`src/hdl/bba_pkg.sv`:
```
// shared constants, codes and helpers of the bitmap block allocator
`default_nettype none

package bba_pkg;

	localparam int BBA_BLOCKS_DEF = 1024;
	localparam int INDEX_LIMIT    = 1024;
	localparam int BLK_W          = 10;
	localparam int OP_W           = 2;
	localparam int ST_W           = 2;
	localparam int WORD_W         = 32;
	localparam int OFF_W          = 5;

	typedef logic [OP_W-1:0] op_t;
	typedef logic [ST_W-1:0] status_t;

	localparam op_t OP_ALLOCATE = 2'd0;
	localparam op_t OP_RELEASE  = 2'd1;
	localparam op_t OP_GROW     = 2'd2;

	localparam status_t ST_OK       = 2'd0;
	localparam status_t ST_FULL     = 2'd1;
	localparam status_t ST_NO_SPACE = 2'd2;

	// position of the lowest set bit, zero when none is set
	function automatic logic [OFF_W-1:0] lowest_set(input logic [WORD_W-1:0] v);
		logic [OFF_W-1:0] pos;
		pos = '0;
		for (int i = WORD_W - 1; i >= 0; i--) begin
			if (v[i]) begin
				pos = OFF_W'(i);
			end
		end
		return pos;
	endfunction

endpackage

`default_nettype wire

```
`src/hdl/bba_map_mem.sv`:
```
// used/free map memory, 32-bit words, registered read, per-word valid bits
`default_nettype none

module bba_map_mem #(
	parameter int BLOCKS = bba_pkg::BBA_BLOCKS_DEF,
	localparam int USABLE = (BLOCKS < bba_pkg::INDEX_LIMIT) ? BLOCKS : bba_pkg::INDEX_LIMIT,
	localparam int WORDS = (USABLE + bba_pkg::WORD_W - 1) / bba_pkg::WORD_W,
	localparam int AW = (WORDS > 1) ? $clog2(WORDS) : 1
) (
	input  wire logic                        clk,
	input  wire logic                        arst_n,
	input  wire logic                        rd_en,
	input  wire logic                        wr_en,
	input  wire logic [AW-1:0]               addr,
	input  wire logic [bba_pkg::WORD_W-1:0]  wdata,
	output logic      [bba_pkg::WORD_W-1:0]  rdata
);
	import bba_pkg::*;

	logic [WORD_W-1:0] mem [WORDS];
	logic [WORD_W-1:0] rd_word_q;
	logic [WORDS-1:0]  valid_q;
	logic              rd_valid_q;

	always_ff @(posedge clk) begin
		if (wr_en) begin
			mem[addr] <= wdata;
		end
		if (rd_en) begin
			rd_word_q <= mem[addr];
		end
	end

	// a word never written reads as all free
	always_ff @(posedge clk or negedge arst_n) begin
		if (!arst_n) begin
			valid_q    <= '0;
			rd_valid_q <= 1'b0;
		end else begin
			if (wr_en) begin
				valid_q[addr] <= 1'b1;
			end
			if (rd_en) begin
				rd_valid_q <= valid_q[addr];
			end
		end
	end

	assign rdata = rd_valid_q ? rd_word_q : '0;

endmodule

`default_nettype wire

```
`src/hdl/bba_ctrl.sv`:
```
// request sequencer: word-by-word read-modify-write over the map
`default_nettype none

module bba_ctrl #(
	parameter int BLOCKS = bba_pkg::BBA_BLOCKS_DEF,
	localparam int USABLE = (BLOCKS < bba_pkg::INDEX_LIMIT) ? BLOCKS : bba_pkg::INDEX_LIMIT,
	localparam int WORDS = (USABLE + bba_pkg::WORD_W - 1) / bba_pkg::WORD_W,
	localparam int AW = (WORDS > 1) ? $clog2(WORDS) : 1
) (
	input  wire logic                        clk,
	input  wire logic                        arst_n,
	input  wire logic                        in_valid,
	output logic                             in_ready,
	input  wire bba_pkg::op_t                in_op,
	input  wire logic [bba_pkg::BLK_W-1:0]   in_first,
	input  wire logic [bba_pkg::BLK_W-1:0]   in_last,
	input  wire logic [bba_pkg::BLK_W-1:0]   in_extra,
	output logic                             res_valid,
	input  wire logic                        res_ready,
	output bba_pkg::status_t                 res_status,
	output logic      [bba_pkg::BLK_W-1:0]   res_index,
	output logic                             mem_rd_en,
	output logic                             mem_wr_en,
	output logic      [AW-1:0]               mem_addr,
	output logic      [bba_pkg::WORD_W-1:0]  mem_wdata,
	input  wire logic [bba_pkg::WORD_W-1:0]  mem_rdata
);
	import bba_pkg::*;

	typedef enum logic [3:0] {
		S_IDLE = 4'b0001,
		S_RD   = 4'b0010,
		S_MOD  = 4'b0100,
		S_RESP = 4'b1000
	} state_t;

	localparam logic [BLK_W:0]    USABLE_X = (BLK_W + 1)'(USABLE);
	localparam logic [BLK_W-1:0]  TOP_BLK  = BLK_W'(USABLE - 1);
	localparam logic [WORD_W-1:0] ONES     = '1;
	localparam logic [OFF_W-1:0]  OFF_MAX  = '1;

	function automatic logic [AW-1:0] word_of(input logic [BLK_W-1:0] blk);
		logic [BLK_W-1:0] s;
		s = blk >> OFF_W;
		return s[AW-1:0];
	endfunction

	state_t            state_q;
	op_t               op_q;
	logic [BLK_W-1:0]  lo_q, hi_q;
	logic [AW-1:0]     w_q;
	logic              mark_q;
	status_t           status_q;
	logic [BLK_W-1:0]  index_q;

	logic [AW-1:0]     lo_w, hi_w;
	logic [OFF_W-1:0]  lo_off, hi_off, pos;
	logic [WORD_W-1:0] mask, free_bits;
	logic              free_any, used_hit, last_word;
	logic [BLK_W:0]    sum;

	always_comb begin
		lo_w      = word_of(lo_q);
		hi_w      = word_of(hi_q);
		lo_off    = (w_q == lo_w) ? lo_q[OFF_W-1:0] : '0;
		hi_off    = (w_q == hi_w) ? hi_q[OFF_W-1:0] : OFF_MAX;
		mask      = (ONES << lo_off) & (ONES >> (OFF_MAX - hi_off));
		free_bits = ~mem_rdata & mask;
		free_any  = |free_bits;
		used_hit  = |(mem_rdata & mask);
		pos       = lowest_set(free_bits);
		last_word = (w_q == hi_w);
		sum       = {1'b0, in_last} + {1'b0, in_extra};
	end

	assign in_ready   = (state_q == S_IDLE);
	assign res_valid  = (state_q == S_RESP);
	assign res_status = status_q;
	assign res_index  = index_q;
	assign mem_rd_en  = (state_q == S_RD);
	assign mem_addr   = w_q;

	always_comb begin
		mem_wr_en = 1'b0;
		mem_wdata = mem_rdata;
		if (state_q == S_MOD) begin
			case (op_q)
				OP_ALLOCATE: begin
					mem_wr_en = free_any;
					mem_wdata = mem_rdata | (WORD_W'(1) << pos);
				end
				OP_RELEASE: begin
					mem_wr_en = 1'b1;
					mem_wdata = mem_rdata & ~mask;
				end
				OP_GROW: begin
					mem_wr_en = mark_q;
					mem_wdata = mem_rdata | mask;
				end
				default: begin
					mem_wr_en = 1'b0;
				end
			endcase
		end
	end

	always_ff @(posedge clk or negedge arst_n) begin
		if (!arst_n) begin
			state_q  <= S_IDLE;
			op_q     <= OP_ALLOCATE;
			lo_q     <= '0;
			hi_q     <= '0;
			w_q      <= '0;
			mark_q   <= 1'b0;
			status_q <= ST_OK;
			index_q  <= '0;
		end else begin
			unique case (state_q)
				S_IDLE: begin
					if (in_valid) begin
						op_q     <= in_op;
						mark_q   <= 1'b0;
						status_q <= ST_OK;
						index_q  <= '0;
						state_q  <= S_RESP;
						case (in_op)
							OP_ALLOCATE: begin
								lo_q    <= '0;
								hi_q    <= TOP_BLK;
								w_q     <= '0;
								state_q <= S_RD;
							end
							OP_RELEASE: begin
								if (in_first <= in_last && {1'b0, in_first} < USABLE_X) begin
									lo_q    <= in_first;
									hi_q    <= ({1'b0, in_last} < USABLE_X) ? in_last : TOP_BLK;
									w_q     <= word_of(in_first);
									state_q <= S_RD;
								end
							end
							OP_GROW: begin
								if (in_extra == '0) begin
									index_q <= in_last;
								end else if (sum >= USABLE_X) begin
									status_q <= ST_NO_SPACE;
								end else begin
									lo_q    <= in_last + BLK_W'(1);
									hi_q    <= sum[BLK_W-1:0];
									w_q     <= word_of(in_last + BLK_W'(1));
									state_q <= S_RD;
								end
							end
							default: begin
								status_q <= ST_OK;
							end
						endcase
					end
				end
				S_RD: begin
					state_q <= S_MOD;
				end
				S_MOD: begin
					state_q <= S_RD;
					w_q     <= w_q + AW'(1);
					case (op_q)
						OP_ALLOCATE: begin
							if (free_any) begin
								index_q <= (BLK_W'(w_q) << OFF_W) | BLK_W'(pos);
								state_q <= S_RESP;
							end else if (last_word) begin
								status_q <= ST_FULL;
								state_q  <= S_RESP;
							end
						end
						OP_RELEASE: begin
							if (last_word) begin
								state_q <= S_RESP;
							end
						end
						OP_GROW: begin
							if (!mark_q && used_hit) begin
								status_q <= ST_NO_SPACE;
								state_q  <= S_RESP;
							end else if (!mark_q && last_word) begin
								// range is free: second pass marks it
								mark_q <= 1'b1;
								w_q    <= lo_w;
							end else if (last_word) begin
								index_q <= hi_q;
								state_q <= S_RESP;
							end
						end
						default: begin
							state_q <= S_RESP;
						end
					endcase
				end
				S_RESP: begin
					if (res_ready) begin
						state_q <= S_IDLE;
					end
				end
				default: begin
					state_q <= S_IDLE;
				end
			endcase
		end
	end

endmodule

`default_nettype wire

```
`src/hdl/bitmap_block_allocator.sv`:
```
// top level of the bitmap block allocator
//
//   channel  | direction | tdata                                       | tuser
//   s_*      | request   | first_block, last_block, extra_blocks       | operation
//   m_*      | response  | block_index                                 | status
//
// one request at a time; the map sits in 32-bit words of one memory port
// each touched word is read, then modified and written back
// allocate scans words from the lowest until a free block is found or the map ends
// release visits every word covered; grow: test pass then mark pass over the range
// reset clears the map at once through per-word valid bits, no clearing pass
// a held response does not block acceptance of the next request
`default_nettype none

module bitmap_block_allocator #(
	parameter int BLOCKS = bba_pkg::BBA_BLOCKS_DEF
) (
	input  wire logic        clk,
	input  wire logic        arst_n,
	input  wire logic        s_tvalid,
	output logic             s_tready,
	input  wire logic [31:0] s_tdata,   // first_block[9:0], last_block[19:10], extra_blocks[29:20]
	input  wire logic [1:0]  s_tuser,   // operation[1:0]
	output logic             m_tvalid,
	input  wire logic        m_tready,
	output logic      [15:0] m_tdata,   // block_index[9:0]
	output logic      [1:0]  m_tuser    // status[1:0]
);
	import bba_pkg::*;

	localparam int USABLE = (BLOCKS < INDEX_LIMIT) ? BLOCKS : INDEX_LIMIT;
	localparam int WORDS  = (USABLE + WORD_W - 1) / WORD_W;
	localparam int AW     = (WORDS > 1) ? $clog2(WORDS) : 1;

	logic              res_valid, res_ready;
	status_t           res_status;
	logic [BLK_W-1:0]  res_index;
	logic              mem_rd_en, mem_wr_en;
	logic [AW-1:0]     mem_addr;
	logic [WORD_W-1:0] mem_wdata, mem_rdata;

	// output register
	logic              m_valid_q;
	status_t           m_status_q;
	logic [BLK_W-1:0]  m_index_q;

	bba_ctrl #(
		.BLOCKS(BLOCKS)
	) u_ctrl (
		.clk        (clk),
		.arst_n     (arst_n),
		.in_valid   (s_tvalid),
		.in_ready   (s_tready),
		.in_op      (s_tuser),
		.in_first   (s_tdata[9:0]),
		.in_last    (s_tdata[19:10]),
		.in_extra   (s_tdata[29:20]),
		.res_valid  (res_valid),
		.res_ready  (res_ready),
		.res_status (res_status),
		.res_index  (res_index),
		.mem_rd_en  (mem_rd_en),
		.mem_wr_en  (mem_wr_en),
		.mem_addr   (mem_addr),
		.mem_wdata  (mem_wdata),
		.mem_rdata  (mem_rdata)
	);

	bba_map_mem #(
		.BLOCKS(BLOCKS)
	) u_map (
		.clk    (clk),
		.arst_n (arst_n),
		.rd_en  (mem_rd_en),
		.wr_en  (mem_wr_en),
		.addr   (mem_addr),
		.wdata  (mem_wdata),
		.rdata  (mem_rdata)
	);

	// result moves into the output register when it is empty or being drained
	assign res_ready = !m_valid_q || m_tready;

	always_ff @(posedge clk or negedge arst_n) begin
		if (!arst_n) begin
			m_valid_q <= 1'b0;
		end else if (res_ready) begin
			m_valid_q <= res_valid;
		end
	end

	always_ff @(posedge clk) begin
		if (res_valid && res_ready) begin
			m_status_q <= res_status;
			m_index_q  <= res_index;
		end
	end

	assign m_tvalid = m_valid_q;
	assign m_tuser  = m_status_q;
	assign m_tdata  = {6'd0, m_index_q};

endmodule

`default_nettype wire

```
`config.mk`:
```
export PLATFORM = sky130hd
export DESIGN_NAME = bitmap_block_allocator
export DESIGN_NICKNAME = d
export VERILOG_FILES = /design/src/hdl/bba_pkg.sv /design/src/hdl/bba_map_mem.sv /design/src/hdl/bba_ctrl.sv /design/src/hdl/bitmap_block_allocator.sv
export SDC_FILE = /design/constraint.sdc
export NUM_CORES = 1
export LEC_CHECK = 0
export BUFFER_PORTS_ARGS = -buffer_cell sky130_fd_sc_hd__buf_2
export CORE_MARGIN = 3
export CORE_UTILIZATION = 34
export CTS_BUF_LIST = sky130_fd_sc_hd__clkbuf_16
export DETAILED_ROUTE_END_ITERATION = 6
export SKIP_LAST_GASP = 1
export SLEW_MARGIN = 10
export SYNTH_ARGS = -nofsm -noshare
export SYNTH_HDL_FRONTEND = slang
export SYNTH_SLANG_ARGS = --single-unit
```
`constraint.sdc`:
```
create_clock -name clk -period 9 [get_ports clk]
set_input_delay 0.45 -clock clk [delete_from_list [all_inputs] [get_ports clk]]
set_output_delay 0.45 -clock clk [all_outputs]
set_load 0.1 [all_outputs]
```
==> flow_summary.ini, run 1 <==
[outcome]
outcome = finished, violations left
failed_checks = DRC

[die]
start_util = 0.343
dieArea_mm2 = 0.145
design.core.area_mm2 = 0.140
die_w_um = 381
die_height_um = 381
ios = 58
rows = 137

[pwr]
peakVddDrop_v = 0.000235
cellLeakagePower_nw = 17.8
total_power_mw = 14.9
power_density_mw_per_mm2 = 271

[yosys]
synthArstFlopShare = 0.0681
synthFlopType = edfxtp_1
yosys_register_bits = 1146
ys_seq_area_frac = 0.710
synth.avg_cell_area_um2 = 17.7
syn-instance-count = 2702
synth-edff-count = 1068
synth_cell_types = 103
syn-cell-area_mm2 = 0.0479
synth_warnings = 0

[worst_setup_path]
critPathMaxFanout = 55
cp-end-kind = flip-flop
cp.arrival_ns = 6.47
ff2ff_path_depth = 13
critPathLaunchType = flip-flop
required_ns = 9.33
crit_type = reg -> reg

[clock_tree]
numCtsBuffers = 115
cts_tree = yes
htree_levels = 3
cts-root-buf = clkbuf_16
clock_sinks = 1146
clk_pin_slew_ns = 0.06
worst_skew_pair.late_latency_ns = 0.70
post_cts_buffers = 0
cts_buffer_depth = 3

[timing]
fin_tns_setup_ns = 0
final_max_slew_viol_count = 0
max_slew_margin = 0.201
fmax_mhz = 163
rsz0062_at_grt = false
clock_skew_ns = 0.0238
hold_violations = 0
finalSetupViolCount = 0
worst_pin_slew_ns = 1.20
fin_crit_sh = 0.682
post-route-min-period_ns = 6.14

[global_route]
grt_pass1_vias = 26472
grtUsageTotal = 0.181
antenna_found_initial = 2
overflow = 0
grt_start_max_net_pins = 98
grt_pass1_wl_um = 192000

[min_path]
hold_class = in -> reg
min_path_cells = 3

[route]
first_pass_iters = 7
wl_per_cell_um = 27.9
drt_iter0_drc = 2886
drc_errors = 1
routed_wl_um = 133000
vias = 26725
postRouteAntennaNets = 0
avgViaCountPerCell = 5.60

[layout]
final_cell_mix = edfxtp_1, mux4_2, a22oi_1, nand2_1, clkbuf_16
final_common_cell = edfxtp_1
synthToLayoutAreaGrowth_pct = 14.7
drive_above_1_share = 0.244
diodes = 0
nets = 2871

[placement]
place.port_buffers = 49
hpwlAfterDp_um = 75600
routabilityCongestion = 0.970

[flow_run]
drv_cap = 0
==> what timing repair did <==
action | 4_1_cts | 5_1_grt
hold endpoints to repair | 79 | 0
resized for setup | 0 | 0
hold buffers | 3 | 0
==> cells by family (layout without fill, tap and decap cells) <==
logic type,Yosys count,count (layout),synth area share
xor gates and xnor gates,31,31,0.00762
AOI/OAI and AO/OA,518,518,0.0764
DFF,1146,1146,0.710
other,1,6,0.0000783
buffers and inverters,194,387,0.0170
muxes,275,275,0.126
and+or+nand+nor,507,507,0.0543
adders and majority gates,30,30,0.00799
==> cell usage after synthesis (22+ instances only) <==
cell	n	area share
nand2_1	143	0.011
mux4_2	264	0.12
o21ai_0	60	0.0063
clkbuf_1	108	0.0085
nor3_1	27	0.0028
nor2_1	122	0.0096
ha_1	29	0.0076
and2_1	22	0.0029
edfxtp_1	1068	0.67
inv_1	30	0.0023
buf_1	29	0.0023
nand4_1	47	0.0061
nand3_1	42	0.0044
dfrtp_1	77	0.040
a22oi_1	145	0.023
a21oi_1	102	0.011
o21bai_1	37	0.0058
==> sequential cells by signal, summed over array words and instances, names as in the netlist <==
register / count
m_index_q: 10
m_tuser: 2
m_tvalid: 1
u_ctrl.hi_q: 10
u_ctrl.lo_q: 10
u_ctrl.mark_q: 1
u_ctrl.mem_addr: 5
u_ctrl.op_q: 2
u_ctrl.res_index: 10
u_ctrl.res_status: 2
u_ctrl.state_q: 4
u_map.mem: 1024
u_map.rd_valid_q: 1
u_map.rd_word_q: 32
u_map.valid_q: 32
==> final cells by class <==
| class | count | area (um^2) |
|---|---|---|
| multi-input cells | 1367 | 13700 |
| clock buffers | 116 | 2900 |
| flip-flops and latches | 1146 | 34000 |
| fillers | 12591 | 84700 |
| repair buffers | 142 | 981 |
| clock inverters | 98 | 945 |
| inverters | 31 | 116 |
| well taps | 1876 | 2350 |
==> power breakdown <==
part | switching, mW | leakage [nW] | internal [mW]
Combinational | 2.21 | 4.73 | 1.37
Clock | 2.01 | 1.96 | 2.80
Sequential | 0.244 | 11.2 | 6.25
==> metrics by stage <==
step / instance area, um^2 / setup WS (ns) / hold WS, ns / util / cells
2_1_floorplan: 47900 / 3.36 / 0.154 / - / 2707
3_3_place_gp: 51000 / 2.93 / 0.433 / 0.365 / 4557
3_5_place_dp: 51000 / 2.87 / 0.438 / 0.365 / 4557
4_1_cts: 54900 / 2.88 / 0.0604 / 0.393 / 4774
5_1_grt: 55000 / 2.58 / 0.106 / 0.394 / 4776
6_report: 55000 / 2.86 / 0.114 / 0.394 / 4776
==> worst paths after layout <==
path                                     start  slack (ns)                  to
max reg2reg                 u_ctrl.mem_addr[1]        2.86     u_map.mem[7][6]
max                         u_ctrl.mem_addr[1]        2.86     u_map.mem[7][6]
max in group asynchronous               arst_n        7.75  u_ctrl.mem_addr[1]
min reg2reg                u_ctrl.res_index[7]        0.45        m_index_q[7]
min in group asynchronous               arst_n        0.47   u_map.valid_q[25]
min                                 s_tuser[1]        0.11      u_ctrl.op_q[1]
==> worst max-delay path, stage by stage (launching register included) <==
cell and delay, ns:
dfrtp_4 1.02, xnor2_2 0.17, nand4_2 0.14, buf_4 0.34
nor2_2 0.25, a222oi_1 0.85, nor4_2 0.21, nand3_1 0.26
nor4_1 0.09, o21ai_1 0.49, nand2_1 0.42, buf_4 0.34
nor2_4 0.50, buf_4 0.62
==> routing by layer <==
metal | wire [um] | track usage
met1 | 57700 | 0.258
met2 | 63300 | 0.289
met3 | 8780 | 0.0257
met4 | 3380 | 0.0533
met5 | 0 | 0
Note: power is estimated with default switching activity, not from simulation.
==> run 2: changes to the inputs <==
==> constraint.sdc (replaced) <==
create_clock -name clk -period 6.3 [get_ports clk]
set_input_delay 0.315 -clock clk [delete_from_list [all_inputs] [get_ports clk]]
set_output_delay 0.315 -clock clk [all_outputs]
set_load 0.1 [all_outputs]
==> flow_summary.ini, run 2 (synthesis results as in run 1) <==
[layout]
drive_above_1_share = 0.248
largest_reg_flops = 1024
multiInputGateArea_mm2 = 0.0136
reg_top3 = u_map.mem x1024, u_map.rd_word_q x32, u_map.valid_q x32
area.sequential_mm2 = 0.0340
synthToLayoutAreaGrowth_pct = 15.1
nets = 2913
final_cell_mix = edfxtp_1, mux4_2, a22oi_1, nand2_1, clkbuf_16
top_register = u_map.mem
final_common_cell = edfxtp_1
nFillCells = 12555
utilization = 0.395

[clock_tree]
htree_levels = 3
post_cts_buffers = 0
clk_pin_slew_ns = 0.06
cts_buffer_depth = 3
numCtsBuffers = 113
worst_skew_pair.late_latency_ns = 0.71
cts-root-buf = clkbuf_16
cts_tree = yes
clock_sinks = 1146

[die]
design.core.area_mm2 = 0.140
die_w_um = 381
ios = 58
start_util = 0.343
die_height_um = 381
dieArea_mm2 = 0.145
rows = 137

[min_path]
min_from = s_tdata[2]
hold_class = in -> reg

[global_route]
grt_start_max_net_pins = 116
overflow = 0
grt_pass1_wl_um = 191000
grtUsageTotal = 0.180
grt_pass1_vias = 26534
antenna_found_initial = 0

[worst_setup_path]
critPathMaxStageDelay_ns = 0.69
critical_path.top_delay_family = compound AO/OA/AOI/OAI gates
cp-end-kind = flip-flop
rr_startpoint = u_ctrl.mem_addr[0]
cp.arrival_ns = 5.54
required_ns = 6.62
crit_path_start = u_ctrl.mem_addr[0]
path_cells = xnor2_2, nand4_2, buf_4, nor2_1, a222oi_1, o21bai_1, a222oi_1, nand2b_1, or3b_1, o21ai_1, o21ai_2
crit_slowest_cell = o21ai_1
worstPathBufferInverterCount = 1
critPathMaxFanout = 32
crit_top_cell = a222oi_1
crit_type = reg -> reg
critPathLaunchType = flip-flop

[timing]
max_slew_margin = 0.215
fin_tns_setup_ns = 0
hold_violations = 0
fmax_mhz = 191
worst_pin_slew_ns = 1.18
finalSetupViolCount = 0
final_max_slew_viol_count = 0
clock_skew_ns = 0.0601
fin_crit_sh = 0.830
post-route-min-period_ns = 5.23
rsz0062_at_grt = false

[route]
drt_iter0_drc = 3030
drc_errors = 0
first_pass_iters = 7
routed_wl_um = 134000
wl_per_cell_um = 27.9
postRouteAntennaNets = 0
vias = 26871
avgViaCountPerCell = 5.58

[placement]
routabilityCongestion = 1.01
place.port_buffers = 49
hpwlAfterDp_um = 80500

[pwr]
cellLeakagePower_nw = 18.0
total_power_mw = 20.8
power_density_mw_per_mm2 = 377
peakVddDrop_v = 0.000281

[outcome]
outcome = complete, no violations

[flow_run]
drv_cap = 0
-- run 2: cell types whose count changed in the layout (fill, tap and decap cells not counted), moves of 5 or more --
cell | before | now
a21oi_2 | 2 | 7
a21oi_4 | 5 | 0
buf_12 | 1 | 23
buf_4 | 88 | 108
bufinv_16 | 16 | 4
clkinv_1 | 26 | 35
clkinv_2 | 26 | 20
inv_1 | 49 | 55
-- run 2: power by group --
| part | internal (mW) | total (mW) | switching, mW |
|---|---|---|---|
| logic | 2.02 | 5.30 | 3.28 |
| clock network | 3.47 | 6.33 | 2.86 |
| registers | 8.92 | 9.19 | 0.269 |
-- run 2: layout make-up --
| type | count | share of cell area |
|---|---|---|
| sequential | 1146 | 0.617 |
| multi-input combinational | 1367 | 0.247 |
| clock buffer | 115 | 0.0522 |
| tap | 1876 | 0.0426 |
| timing repair buffer | 186 | 0.0289 |
| clock inverter | 94 | 0.0107 |
| inverter | 31 | 0.00211 |
| antenna | 1 | 0.0000454 |
-- run 2: path summary, 6_finish.rpt --
kind / end / slack (ns) / cells after the start
setup / recovery: u_map.mem[15][0] / 1.07 / 11
hold / removal: u_ctrl.lo_q[2] / 0.08 / 5
setup reg to reg: u_map.mem[15][0] / 1.07 / 11
hold reg to reg: m_index_q[9] / 0.45 / 0
max in group asynchronous: u_ctrl.res_index[7] / 5.12 / 3
min in group asynchronous: u_map.valid_q[24] / 0.15 / 2
-- run 2: timing repair --
action                                 in CTS  in global routing
endpoints found under the hold margin      39                  0
gates resized for setup                     0                  0
hold buffers                                5                  0
-- run 2: per-stage QoR --
| stage | setup WS (ns) | hold WS, ns | instances | cell area [um^2] |
|---|---|---|---|---|
| after global placement | 0.969 | 0.322 | 4599 | 51600 |
| after CTS | 0.995 | 0.0332 | 4813 | 55100 |
| after detailed placement | 0.966 | 0.322 | 4599 | 51600 |
| after global routing | 0.791 | 0.0650 | 4815 | 55100 |
| after floorplan | 0.656 | 0.0194 | 2707 | 47900 |
| final | 1.07 | 0.0803 | 4816 | 55200 |
-- run 2: tightest hold or removal path: stages --
cell and delay, ns:
buf_2 0.11, nand2_1 0.06, o21ai_0 0.07, nand3_1 0.09, o21ai_0 0.07
-- run 2: layer usage --
metal / up-vias / GRT usage / part of all wire
met4: 0 / 0.0583 / 0.033
met5: - / 0 / 0
met1: 14162 / 0.259 / 0.43
li1: 11404 / - / -
met2: 1098 / 0.283 / 0.47
met3: 207 / 0.0269 / 0.068
